$ cat src/design/ght_pkg.sv
// Package for the generational handle table: sizes, codes, beat and record types.
// No dependencies; imported by ght_update and generational_handle_table.
`timescale 1ns / 1ps
`default_nettype none
package ght_pkg;

  localparam int SLOTS    = 1024;
  localparam int IDX_W    = $clog2(SLOTS);
  localparam int DEPTH_W  = $clog2(SLOTS + 1);
  localparam int GEN_W    = 32;
  localparam int REFS_W   = 16;
  localparam int SIZE_W   = 32;
  localparam int BYTES_W  = 48;
  localparam int OP_W     = 3;
  localparam int STATUS_W = 2;

  localparam logic [REFS_W-1:0] REFS_MAX = '1;

  typedef enum logic [OP_W-1:0] {
    OP_ALLOC   = 3'd0,
    OP_LOOKUP  = 3'd1,
    OP_RETAIN  = 3'd2,
    OP_RELEASE = 3'd3,
    OP_UNTRACK = 3'd4
  } ght_op_t;

  typedef enum logic [STATUS_W-1:0] {
    ST_OK   = 2'd0,
    ST_FULL = 2'd1,
    ST_ZERO = 2'd2,
    ST_BAD  = 2'd3
  } ght_status_t;

  typedef enum logic {
    S_IDLE,
    S_EXEC
  } ght_state_t;

  typedef struct packed {
    logic [OP_W-1:0]   op;
    logic [SIZE_W-1:0] byte_size;
    logic [IDX_W-1:0]  slot_index;
    logic [GEN_W-1:0]  handle_generation;
  } ght_in_t;

  typedef struct packed {
    logic [STATUS_W-1:0] status;
    logic [IDX_W-1:0]    out_index;
    logic [GEN_W-1:0]    out_generation;
    logic [REFS_W-1:0]   refs_after;
    logic                released;
    logic [DEPTH_W-1:0]  live_objects;
    logic [BYTES_W-1:0]  total_bytes;
    logic [BYTES_W-1:0]  peak_bytes;
  } ght_out_t;

  typedef struct packed {
    logic [GEN_W-1:0]  gen;
    logic              live;
    logic [REFS_W-1:0] refs;
    logic [SIZE_W-1:0] size;
  } ght_rec_t;

  typedef struct packed {
    logic [DEPTH_W-1:0] free_depth;
    logic [GEN_W-1:0]   gen;
    logic [DEPTH_W-1:0] live;
    logic [BYTES_W-1:0] bytes;
    logic [BYTES_W-1:0] peak;
  } ght_ctr_t;

  typedef struct packed {
    logic             we;
    logic [IDX_W-1:0] addr;
    ght_rec_t         data;
  } ght_rec_wr_t;

  typedef struct packed {
    logic             we;
    logic [IDX_W-1:0] addr;
    logic [IDX_W-1:0] data;
  } ght_stk_wr_t;

endpackage
`default_nettype wire

$ cat src/design/ght_update.sv
// Operation datapath: from the fetched slot record, stack top and counters,
// forms the result beat, memory write-backs and next counters. Uses ght_pkg.
`timescale 1ns / 1ps
`default_nettype none
module ght_update import ght_pkg::*; (
  input  ght_in_t      req,
  input  ght_rec_t     rec,
  input  logic         rec_valid,
  input  logic [IDX_W-1:0] stack_top,
  input  ght_ctr_t     ctr,
  output ght_ctr_t     ctr_nxt,
  output ght_out_t     res,
  output ght_rec_wr_t  rec_wr,
  output ght_stk_wr_t  stk_wr
);

  logic [GEN_W-1:0]   gen_seen;
  logic               live_seen;
  logic               handle_ok;
  logic               do_free;
  logic [REFS_W-1:0]  refs_dec;
  logic [GEN_W-1:0]   gen_inc;
  logic [BYTES_W-1:0] bytes_add;

  assign gen_seen  = rec_valid ? rec.gen : '0;
  assign live_seen = rec_valid && rec.live;
  assign handle_ok = live_seen && (req.handle_generation != '0)
                     && (gen_seen == req.handle_generation);
  assign refs_dec  = (rec.refs != '0) ? rec.refs - REFS_W'(1) : '0;
  assign gen_inc   = ctr.gen + GEN_W'(1);
  assign bytes_add = ctr.bytes + BYTES_W'(req.byte_size);

  always_comb begin
    ctr_nxt = ctr;
    res = '0;
    res.out_index = req.slot_index;
    rec_wr = '0;
    rec_wr.addr = req.slot_index;
    rec_wr.data = rec;
    stk_wr = '0;
    do_free = 1'b0;

    case (req.op)
      OP_ALLOC: begin
        res.out_index = '0;
        if (req.byte_size == '0) begin
          res.status = ST_ZERO;
        end else if (ctr.free_depth == '0) begin
          res.status = ST_FULL;
        end else begin
          res.status = ST_OK;
          res.out_index = stack_top;
          res.out_generation = ctr.gen;
          res.refs_after = REFS_W'(1);
          rec_wr.we = 1'b1;
          rec_wr.addr = stack_top;
          rec_wr.data.gen = ctr.gen;
          rec_wr.data.live = 1'b1;
          rec_wr.data.refs = REFS_W'(1);
          rec_wr.data.size = req.byte_size;
          ctr_nxt.free_depth = ctr.free_depth - DEPTH_W'(1);
          ctr_nxt.gen = (gen_inc == '0) ? GEN_W'(1) : gen_inc;
          ctr_nxt.live = ctr.live + DEPTH_W'(1);
          ctr_nxt.bytes = bytes_add;
          if (bytes_add > ctr.peak) begin
            ctr_nxt.peak = bytes_add;
          end
        end
      end
      OP_LOOKUP, OP_RETAIN, OP_RELEASE, OP_UNTRACK: begin
        res.out_generation = gen_seen;
        if (!handle_ok) begin
          res.status = ST_BAD;
        end else begin
          res.status = ST_OK;
          case (req.op)
            OP_LOOKUP: begin
              res.refs_after = rec.refs;
            end
            OP_RETAIN: begin
              rec_wr.we = 1'b1;
              if (rec.refs != REFS_MAX) begin
                rec_wr.data.refs = rec.refs + REFS_W'(1);
              end
              res.refs_after = rec_wr.data.refs;
            end
            OP_RELEASE: begin
              rec_wr.we = 1'b1;
              rec_wr.data.refs = refs_dec;
              res.refs_after = refs_dec;
              do_free = (refs_dec == '0);
            end
            default: begin
              do_free = 1'b1;
            end
          endcase
        end
      end
      default: begin
        res.status = ST_BAD;
      end
    endcase

    if (do_free) begin
      res.released = 1'b1;
      res.refs_after = '0;
      rec_wr.we = 1'b1;
      rec_wr.data.live = 1'b0;
      rec_wr.data.refs = '0;
      if (ctr.free_depth < DEPTH_W'(SLOTS)) begin
        stk_wr.we = 1'b1;
        stk_wr.addr = ctr.free_depth[IDX_W-1:0];
        stk_wr.data = req.slot_index;
        ctr_nxt.free_depth = ctr.free_depth + DEPTH_W'(1);
      end
      if (ctr.live != '0) begin
        ctr_nxt.live = ctr.live - DEPTH_W'(1);
      end
      ctr_nxt.bytes = ctr.bytes - BYTES_W'(rec.size);
    end

    res.live_objects = ctr_nxt.live;
    res.total_bytes = ctr_nxt.bytes;
    res.peak_bytes = ctr_nxt.peak;
  end

endmodule
`default_nettype wire

$ cat config.mk
export PLATFORM = sky130hd
export DESIGN_NAME = ght_update
export DESIGN_NICKNAME = d
export VERILOG_FILES = /design/src/design/ght_pkg.sv /design/src/design/ght_update.sv
export SDC_FILE = /design/constraint.sdc
export NUM_CORES = 1
export LEC_CHECK = 0
export ABC_AREA = 1
export BUFFER_PORTS_ARGS = -buffer_cell sky130_fd_sc_hd__buf_2
export CAP_MARGIN = 20
export CORE_AREA = 2 2 292 294
export DETAILED_ROUTE_END_ITERATION = 7
export DIE_AREA = 0 0 294 296
export PLACE_DENSITY = 0.55
export SETUP_SLACK_MARGIN = 0.4
export SLEW_MARGIN = 40
export SYNTH_ARGS = -nofsm -noshare
export SYNTH_HDL_FRONTEND = slang
export SYNTH_SLANG_ARGS = --single-unit
$ cat constraint.sdc
create_clock -name vclk -period 6.8
set_clock_uncertainty 0.15 [all_clocks]
set_input_delay 0.68 -clock vclk [all_inputs]
set_output_delay 0.68 -clock vclk [all_outputs]
set_load 0.005 [all_outputs]
; Word-level counts from Yosys, hierarchy flattened
; Cells that the tools add are included.
[word_totals]
regBits = 0
input_bits = 319
output_inout_bits = 431
word_cells = 71
[op_classes]
n_addsub = 9
magnitude_cmp = 2
eq_ne = 6
muxes = 40
reduce_logical = 14
[op_table]
columns = op, n
row1 = two-way mux 150 bit, 3
row2 = two-way mux 92 bit, 2
row3 = two-way mux 58 bit, 2
row4 = two-way mux 32 bit, 3
row5 = case mux 48 bit (2 select lines), 1
row6 = logical NOT 32 bit, 2
row7 = two-way mux 16 bit, 4
row8 = case mux 16 bit (2 select lines), 2
row9 = two-way mux 59 bit, 1
row10 = adder 48 x 32 -> 48 bit, 1
row11 = > comparator 48 bit, 1
row12 = two-way mux 48 bit, 1
row13 = case mux 16 bit (3 select lines), 1
row14 = subtractor 48 x 32 -> 48 bit, 1
row15 = two-way mux 43 bit, 1
row16 = two-way mux 21 bit, 2
row17 = two-way mux 17 bit, 2
row18 = two-way mux 11 bit, 3
row19 = "adder 32 x 1 -> 32 bit, second input constant", 1
row20 = equality test 32 bit, 1
row21 = nonzero test 32 bit, 1
row22 = "adder 11 x 1 -> 11 bit, second input constant", 2
row23 = "subtractor 11 x 1 -> 11 bit, second input constant", 2
row24 = "adder 16 x 1 -> 16 bit, second input constant", 1
row25 = other kinds (19), 30

; Logic depth before layout (Yosys ltp)
; Gate-level depths: netlist of the first run.
[logic_depth]
depth_word = 8
ltp_mapped = 30
depth_no_buf = 27

; Worst setup path after synthesis of the first run
; Ideal clock, no wire load.
[synth_path]
kind = input-to-output
from = in req[42] (netlist name)
to = out res[10] (netlist name)
t_arrival_ps = 4077
required_time_ps = 5970
setup_slack_ps = 1893
path_stages = 28
n_path_buf = 3
path_cell_list = ha_1 -> inv_1 -> fa_1 -> inv_1 -> nand3_1 -> nand3_1 -> nand2_1 -> nand2_1 -> nand2_1 -> nand2_1 -> nand2_1 -> nand3_1 -> nand2_1 -> nand2_1 -> inv_1 -> ha_1 -> nand2_1 -> nor2_1 -> nand4_1 -> nor3_1 -> nor3b_1 -> nand2_1 -> nand3_1 -> nand2_1 -> buf_2 -> clkbuf_1 -> o21ai_0 -> buf_4
[synth_rtl]
columns = element, line
row1 = from (decl), ght_update.sv:6  ; input ght_in_t req,
row2 = to (decl), ght_update.sv:12  ; output ght_out_t res,

==> results of run 1 <==
[repair_timing]
action                                  CTS  global route
endpoints found under the hold margin     0             0
endpoints found under the setup margin    0            96
gates resized for setup                   0             2
[metrics by stage]
step	instances	area, um^2	hold WS (ps)	worst slack [ps]
after floorplan	4018	18780	1301	1893
after global placement	5658	22750	1500	585.0
after detailed placement	5658	22770	1497	530.3
after CTS	5658	22770	1500	505.6
after global routing	5667	22800	1526	355.7
final	5674	22820	1500	810.8
[synthesized netlist by cell type (all sizes together)]
library cell,number
a31oi,1
a21boi,2
xnor2,26
nand3,304
clkinv,1
a41oi,1
clkbuf,64
inv,684
o21bai,8
nand2,1602
xor2,71
o21ai,224
nand3b,16
nor3b,2
o21a,2
ha,119
buf,170
or2,9
a21oi,95
nor2,409
and3,2
nor4,9
o21ba,1
and2,17
nor3,48
o22ai,5
nand4,119
fa,2
a21o,2
o211ai,3
[area by class of cell]
cell class	instances	area share
Timing Repair Buffer	784	0.1776
Tap cell	1090	0.05976
Multi-Input combinational cell	3099	0.6480
Inverter	685	0.1129
Antenna cell	16	0.001754
[how the worst max path moves through the flow]
stage	start	endpoint	slack, ps	depth (start not counted)
finish	req[42]	ctr_nxt[11]	810	28
global route	req[42]	ctr_nxt[0]	360	28
CTS	req[42]	ctr_nxt[11]	510	28
detailed placement	req[42]	ctr_nxt[11]	530	28
global placement	req[42]	res[9]	590	27
floorplan	req[42]	res[10]	1890	28
[worst max-delay path, stage by stage]
cell	delay, ps
buf_2	120
ha_1	310
inv_1	90
fa_1	440
inv_1	120
nand3_1	100
nand3_1	160
nand2_1	70
nand2_1	120
nand2_1	70
nand2_1	140
nand2_1	110
nand3_1	100
nand2_1	50
nand2_1	200
inv_1	70
ha_1	280
nand2_1	50
nor2_1	150
nand4_1	160
nor3_2	290
nor3b_1	280
nand2_1	90
nand3_1	90
nand2_2	70
buf_6	210
o21ai_0	340
buf_2	180
[kinds of logic (layout without fill, tap and decap cells)]
logic type	Yosys count	after routing
xor gates and xnor gates	97	97
buffers and inverters	919	1469
other	0	16
adders and majority gates	121	121
AOI/OAI and AO/OA	344	344
and+or+nand+nor	2537	2537
[routing by layer]
layer  vias up  global-route usage
met5         -                   0
met4        10             0.07317
met3       170             0.02511
met2      1272              0.4242
met1     12680              0.3942
li1      13460                   -
==> impl_metrics.json, run 1 <==
{
  "synth_area_leaders": "nand2_1 32%, inv_1 14%, nand3_1 8.0%",
  "grt-ovfl-total": 0,
  "min_period_over_period": 0.8808,
  "vias": 27590,
  "drc_errors": 0,
  "timing.slew.headroom": 0.4327,
  "fillerInstances": 10130,
  "final_common_cell": "nand2_1",
  "min_to": "rec_wr[75]",
  "cts_hold_buf": 0,
  "finalHoldViolCount": 0,
  "whs_path_depth": 4,
  "drtPass1Iterations": 6,
  "fin_crit_ps": 5989,
  "nFlopsAndLatches": 0,
  "arrival_ps": 5160,
  "area_growth_pct": 21.50,
  "crit_required_ps": 5970,
  "synth_area_um2": 18780,
  "tightest_slew_ps": 842.0,
  "ys_seq_area_frac": 0,
  "initial_core_util": 0.2230,
  "grt_usage": 0.2714,
  "synthXorXnorAreaFrac": 0.04523,
  "finalWeightedCongestion": 1.064,
  "grt_pass1_vias": 24880,
  "netlist.area_leader.share": 0.3190,
  "rows": 107,
  "synthAdderAreaFrac": 0.08141,
  "synth_compound_area_frac": 0.09500,
  "hold_class": "in -> out",
  "worstHoldStart": "rec[75]",
  "routed_wl_um": 124000,
  "fmax_mhz": 167.0,
  "setup-tns-final_ps": 0,
  "wl_met2_um": 53330,
  "status": "finished, final reports clean",
  "synth_mux_area_frac": 0,
  "drive_gt1_frac": 0.1859,
  "nClkBuffers": 0,
  "synth.distinct_cells": 42,
  "die_y_um": 296,
  "nets": 5010,
  "worst-setup-path-type": "in -> out",
  "drt-vias-per-instance": 4.862,
  "grt_pass1_wl_um": 172900,
  "fp.coreArea_um2": 84210,
  "top_layer": "met5",
  "dieArea_um2": 87020,
  "die_x_um": 294,
  "antenna_left": 0,
  "avgRoutedWirePerCell_um": 21.86,
  "wl_met1_um": 57860,
  "drtIter0Drc": 2939,
  "cts_setup_buffers": 0,
  "setup_viol": 0,
  "final_core_util": 0.2710,
  "ys_warn_count": 0,
  "wl_met3_um": 8868,
  "critPathLaunchType": "input port",
  "yosys.area_share.simple": 0.5633,
  "rsz0062_at_grt": "yes",
  "synth_top_family_by_area": "simple AND/OR/NAND/NOR gates",
  "portBuffers": 750,
  "grt_max_degree": 103,
  "synth_top_area_cell": "nand2_1",
  "final_cell_mix": "1593 x nand2_1, 749 x buf_2, 683 x inv_1",
  "crit_fanout": 52,
  "cp-end-kind": "output pin",
  "multi_input_area_um2": 14790,
  "place_hpwl_um": 109000,
  "avgSynthCellArea_um2": 4.674,
  "cap_violations": 0,
  "slew_viol_final": 0,
  "final-seq-area_um2": 0,
  "antenna_found_initial": 30,
  "syn-num-nets": 4458,
  "netlist_instances": 4018,
  "ios": 750
}
==> run 2, diff against run 1 <==
--- a/config.mk
+++ b/config.mk
@@ -5,13 +5,12 @@
 export SDC_FILE = /design/constraint.sdc
 export NUM_CORES = 1
 export LEC_CHECK = 0
-export ABC_AREA = 1
 export BUFFER_PORTS_ARGS = -buffer_cell sky130_fd_sc_hd__buf_2
 export CAP_MARGIN = 20
-export CORE_AREA = 2 2 292 294
+export CORE_AREA = 2 2 296 298
 export DETAILED_ROUTE_END_ITERATION = 7
-export DIE_AREA = 0 0 294 296
-export PLACE_DENSITY = 0.55
+export DIE_AREA = 0 0 298 300
+export PLACE_DENSITY = 0.47
 export SETUP_SLACK_MARGIN = 0.4
 export SLEW_MARGIN = 40
 export SYNTH_ARGS = -nofsm -noshare
==> run 2 against run 1 <==
  * The flow now finishes with violations (setup timing)
  * Synthesized area decreased by 32%
  * Clock-buffer cell count is the same
  * Sequential share of layout area is the same
  * Critical endpoint is now ctr_nxt[44]
  * Highest routed layer unchanged
==> impl_metrics.json, run 2 <==
{
  "avgSynthCellArea_um2": 6.128,
  "die_y_um": 300,
  "fp.coreArea_um2": 86210,
  "drc_errors": 0,
  "fin_crit_ps": 6818,
  "routed_wl_um": 89460,
  "fillerInstances": 10170,
  "tightest_slew_ps": 824.9,
  "finalPower_mw": 1.429,
  "final_cell_mix": "743 x buf_2, 357 x nand2_1, 143 x nor2_1",
  "final_core_util": 0.2125,
  "crit_fanout": 18,
  "final-seq-area_um2": 0,
  "dieArea_um2": 89400,
  "peakVddDrop_uv": 35.18,
  "grt_pass1_wl_um": 124100,
  "area_growth_pct": 43.42,
  "drtPass1Iterations": 5,
  "drive_gt1_frac": 0.3678,
  "ys_warn_count": 0,
  "slew_viol_final": 0,
  "critPathLaunchType": "input port",
  "timing.slew.headroom": 0.4450,
  "netlist.area_leader.share": 0.1166,
  "nets": 3191,
  "crit_required_ps": 5970,
  "cpMaxStageDelayCell": "or4_4",
  "arrival_ps": 5990,
  "min_period_over_period": 1.003,
  "antenna_found_initial": 19,
  "grt_max_degree": 52,
  "place_hpwl_um": 78130,
  "synth.most_common_cell": "nand2_1",
  "vias": 18090,
  "die_x_um": 298,
  "drtIter0Drc": 1330,
  "crit_path_frequent_cell": "buf_4",
  "rows": 108,
  "netlist_instances": 2084,
  "portBuffers": 750,
  "ys_seq_area_frac": 0,
  "status": "finished with violations",
  "syn-num-nets": 2524,
  "grt_pass1_vias": 17400,
  "nFlopsAndLatches": 0,
  "grt_usage": 0.1860,
  "synth_area_um2": 12770,
  "initial_core_util": 0.1481,
  "leakagePower_nw": 8.962,
  "antenna_left": 0,
  "nClkBuffers": 0,
  "violations": "setup timing",
  "finalWeightedCongestion": 0.9336,
  "worst-setup-path-type": "in -> out",
  "finalHoldViolCount": 0,
  "cp-end-kind": "output pin",
  "multi_input_area_um2": 11370,
  "synth_commonest_cells": "362 x nand2_1, 152 x nor2_1, 142 x a21oi_1, 124 x o21ai_0",
  "hold_class": "in -> out",
  "avgRoutedWirePerCell_um": 22.88,
  "drt-vias-per-instance": 4.626,
  "slowest_delay_ps": 450,
  "setup-tns-final_ps": -141.7,
  "final_common_cell": "buf_2",
  "postLayoutSetupSlackWorst_ps": -18.20,
  "cap_violations": 0,
  "powerDensity_nw_per_um2": 78.03,
  "synth_area_leaders": "ha_1 12%, nand2_1 11%, xnor2_1 6.4%",
  "fmax_mhz": 146.7,
  "rsz0062_at_grt": "yes",
  "synth.distinct_cells": 79,
  "grt-ovfl-total": 0,
  "ios": 750,
  "setup_viol": 16,
  "synth_top_area_cell": "ha_1"
}
==> run 2: changes by cell type in the layout (fill, tap and decap cells not counted), sizes merged, moves of 91 or more <==
cell / before / now
nand2: 1602 / 362
o21ai: 224 / 133
buf: 784 / 887
nor2: 409 / 155
inv: 684 / 120
nand3: 304 / 74
==> run 2: logic make-up (layout without fill, tap and decap cells) <==
logic type	count (synthesis)	in the layout	synth area share
xor gates and xnor gates	162	162	0.1111
AOI/OAI and AO/OA	521	521	0.2629
buffers and inverters	343	1008	0.1347
and+or+nand+nor	897	897	0.3368
other	0	6	0
muxes	40	40	0.03478
adders and majority gates	121	121	0.1197
==> run 2: final cells by class <==
| cell class | instances | area share |
|---|---|---|
| diodes | 6 | 0.0008197 |
| inverters | 120 | 0.02459 |
| multi-input cells | 1741 | 0.6209 |
| well taps | 1155 | 0.07890 |
| repair buffers | 888 | 0.2747 |
==> run 2: worst paths after layout <==
check | start | endpoint | slack (ps) | depth (start not counted)
min | stack_top[8] | rec_wr[89] | 1480 | 4
max | ctr[48] | ctr_nxt[44] | -20 | 27
==> run 2: power by group <==
group	internal (mW)	switching, mW	total (mW)
sequential	0	0	0
clock	0.000000119	0	0.000000119
combinational	0.586	0.843	1.43
==> run 2: layer usage <==
metal | routed length (um) | vias up | share of wire | GRT usage
met5 | 36 | - | 0.00040 | 0
met2 | 43830 | 772 | 0.49 | 0.3324
met3 | 5069 | 93 | 0.057 | 0.02161
met1 | 38230 | 8576 | 0.43 | 0.2367
met4 | 2295 | 6 | 0.026 | 0.04535
li1 | - | 8641 | - | -
==> run 2: through the flow <==
step / std cells / worst slack [ps] / hold WS, ps / cell area (um^2)
2_1_floorplan: 2084 / 289.8 / 1261 / 12780
3_3_place_gp: 3883 / -807.3 / 1486 / 17680
3_5_place_dp: 3886 / -873.8 / 1485 / 17750
4_1_cts: 3899 / -58.69 / 1487 / 18180
5_1_grt: 3909 / -251.6 / 1512 / 18310
6_report: 3910 / -18.20 / 1485 / 18320
==> run 2: repair_timing <==
item / in CTS / in global routing
resized for setup: 76 / 11
setup endpoints to repair: 96 / 96
gates cloned: 3 / 1
pin swaps: 17 / 8
hold buffers: 0 / 0
hold endpoints to repair: 0 / 0
buffers inserted: 10 / 4
==> run 2: critical path: cells and delay by family <==
kind	cells	cell delay [ps]
fa+ha+maj	3	700
buf+inv	7	1050
simple gates	6	1180
compound gates	9	1860
xor+xnor	1	100
mux	1	370
No activity file was read; power rests on OpenSTA's default activity.
==> run 3, diff against run 2 <==
--- a/config.mk
+++ b/config.mk
@@ -7,10 +7,12 @@
 export LEC_CHECK = 0
 export BUFFER_PORTS_ARGS = -buffer_cell sky130_fd_sc_hd__buf_2
 export CAP_MARGIN = 20
+export CELL_PAD_IN_SITES_DETAIL_PLACEMENT = 1
+export CELL_PAD_IN_SITES_GLOBAL_PLACEMENT = 1
 export CORE_AREA = 2 2 296 298
 export DETAILED_ROUTE_END_ITERATION = 7
 export DIE_AREA = 0 0 298 300
-export PLACE_DENSITY = 0.47
+export PLACE_DENSITY = 0.61
 export SETUP_SLACK_MARGIN = 0.4
 export SLEW_MARGIN = 40
 export SYNTH_ARGS = -nofsm -noshare
==> constraint.sdc (replaced) <==
create_clock -name vclk -period 6.22
set_clock_uncertainty 0.15 [all_clocks]
set_input_delay 0.622 -clock vclk [all_inputs]
set_output_delay 0.622 -clock vclk [all_outputs]
set_load 0.005 [all_outputs]
==> run 3 against run 2 <==
  * The run still ends with setup timing left
  * Critical path depth increased by 1
  * Routed wire length increased by 3.5%
  * Global-route usage increased by 0.53 points
  * Non-clock buffer count increased by 70
  * Core utilization increased by 0.49 points
  * Sequential cell count unchanged
  * Power increased by 16%
  * Design area increased by 2.3%
  * Highest routed layer unchanged
==> impl_metrics.json, run 3 (synthesis results as in run 2) <==
{
  "status": "finished with violations",
  "grtUsageMet1": 0.2364,
  "crit_fanout": 8,
  "worst-setup-path-type": "in -> out",
  "timing.slew.headroom": 0.4669,
  "die_y_um": 300,
  "antenna_left": 0,
  "drt-vias-per-instance": 4.671,
  "finalWeightedCongestion": 0.9199,
  "final-seq-area_um2": 0,
  "final_cell_count_no_fill": 3982,
  "rsz0062_at_grt": "yes",
  "nFlopsAndLatches": 0,
  "drc_errors": 0,
  "hold_class": "in -> out",
  "drtIter0Drc": 1168,
  "nClkBuffers": 0,
  "routed_wl_um": 92600,
  "initial_core_util": 0.1481,
  "cpMaxStageDelayCell": "or4_4",
  "grtUsageMet2": 0.3458,
  "grt_pass1_vias": 18560,
  "arrival_ps": 5860,
  "cp-end-kind": "output pin",
  "fin_crit_ps": 6634,
  "grt_pass1_wl_um": 128600,
  "finalPower_mw": 1.659,
  "dieArea_um2": 89400,
  "crit_required_ps": 5450,
  "fmax_mhz": 150.7,
  "ios": 750,
  "portBuffers": 750,
  "whs_path_depth": 4,
  "area_growth_pct": 46.74,
  "finalHoldViolCount": 0,
  "drive_gt1_frac": 0.3785,
  "critPathLaunchType": "input port",
  "holdWs_ps": 1370,
  "grt_max_degree": 82,
  "tightest_slew_ps": 799.6,
  "fp.coreArea_um2": 86210,
  "min_period_over_period": 1.067,
  "cap_violations": 0,
  "setup_viol": 96,
  "peakVddDrop_uv": 34.84,
  "nets": 3261,
  "avgRoutedWirePerCell_um": 23.25,
  "dp.cells": 3966,
  "grt_util_met3": 0.02363,
  "leakagePower_nw": 9.278,
  "die_x_um": 298,
  "worstHoldStart": "rec[66]",
  "powerDensity_nw_per_um2": 88.51,
  "postLayoutSetupSlackWorst_ps": -414.0,
  "slew_viol_final": 0,
  "final_cell_mix": "745 x buf_2, 359 x nand2_1, 195 x buf_4",
  "top_usage_layer": "met2",
  "grt_usage": 0.1914,
  "antenna_found_initial": 19,
  "final_common_cell": "buf_2",
  "rows": 108,
  "violations": "setup timing",
  "grt-ovfl-total": 0,
  "place_hpwl_um": 81300,
  "drtPass1Iterations": 5,
  "min_to": "res[141]",
  "slowest_delay_ps": 440,
  "cts_hold_buf": 0,
  "vias": 18600
}
## run 3: changes by cell type in the layout (fill, tap and decap cells not counted), sizes merged
cell    delta
diode      +2
buf       +68
clkbuf     +2
## run 3: worst max-delay path by stage
stage,end,slack [ps],cells past startpoint,start
6_report,res[22],-410,28,req[42]
2_1_floorplan,res[12],370,25,req[42]
3_5_place_dp,ctr_nxt[0],-880,28,req[43]
3_3_place_gp,ctr_nxt[0],-720,28,req[43]
5_1_grt,res[41],-700,27,req[42]
4_1_cts,ctr_nxt[22],-620,28,req[42]
## run 3: metrics by stage
stage	util	setup TNS (ps)	worst slack [ps]	area [um^2]
final	0.2174	-33610	-414.0	18740
after detailed placement	0.2131	-66540	-879.4	18370
after global routing	0.2173	-62630	-702.5	18730
after CTS	0.2142	-51060	-622.4	18470
after floorplan	-	0	373.4	12880
after global placement	0.2128	-54150	-722.2	18350
## run 3: timing repair
item | in CTS | in global routing
gates resized for setup | 22 | 29
endpoints found under the hold margin | 0 | 0
cloned | 0 | 3
endpoints found under the setup margin | 96 | 96
setup buffers | 0 | 5
pin swaps | 7 | 4
## run 3: cell type report
cell class	instances	area, um^2
Tap cell	1155	1445
Antenna cell	8	20.02
Timing Repair Buffer	958	5497
Inverter	120	450.4
Fill cell	11070	67470
Multi-Input combinational cell	1741	11330
## run 3: report_power, final
part	total (mW)	internal, mW	switching, mW	leakage (nW)
logic	1.66	0.696	0.963	9.28
clock network	0.000000174	0.000000174	0	0.0000507
registers	0	0	0	0
total	1.66	0.696	0.963	9.28
## run 3: worst max-delay path: cells and delay by family
| family | cells | cell delay, ps |
|---|---|---|
| AO/OA/AOI/OAI | 8 | 1530 |
| AND/OR/NAND/NOR | 8 | 1430 |
| buffers and inverters | 7 | 930 |
| adder cells (fa/ha/maj) | 3 | 810 |
| multiplexers | 1 | 340 |
| XOR/XNOR | 1 | 150 |
## run 3: routing by layer
metal / part of all wire / up-vias
met5: 0.00041 / -
met1: 0.42 / 9008
li1: - / 8769
met3: 0.055 / 102
met4: 0.035 / 6
met2: 0.49 / 714
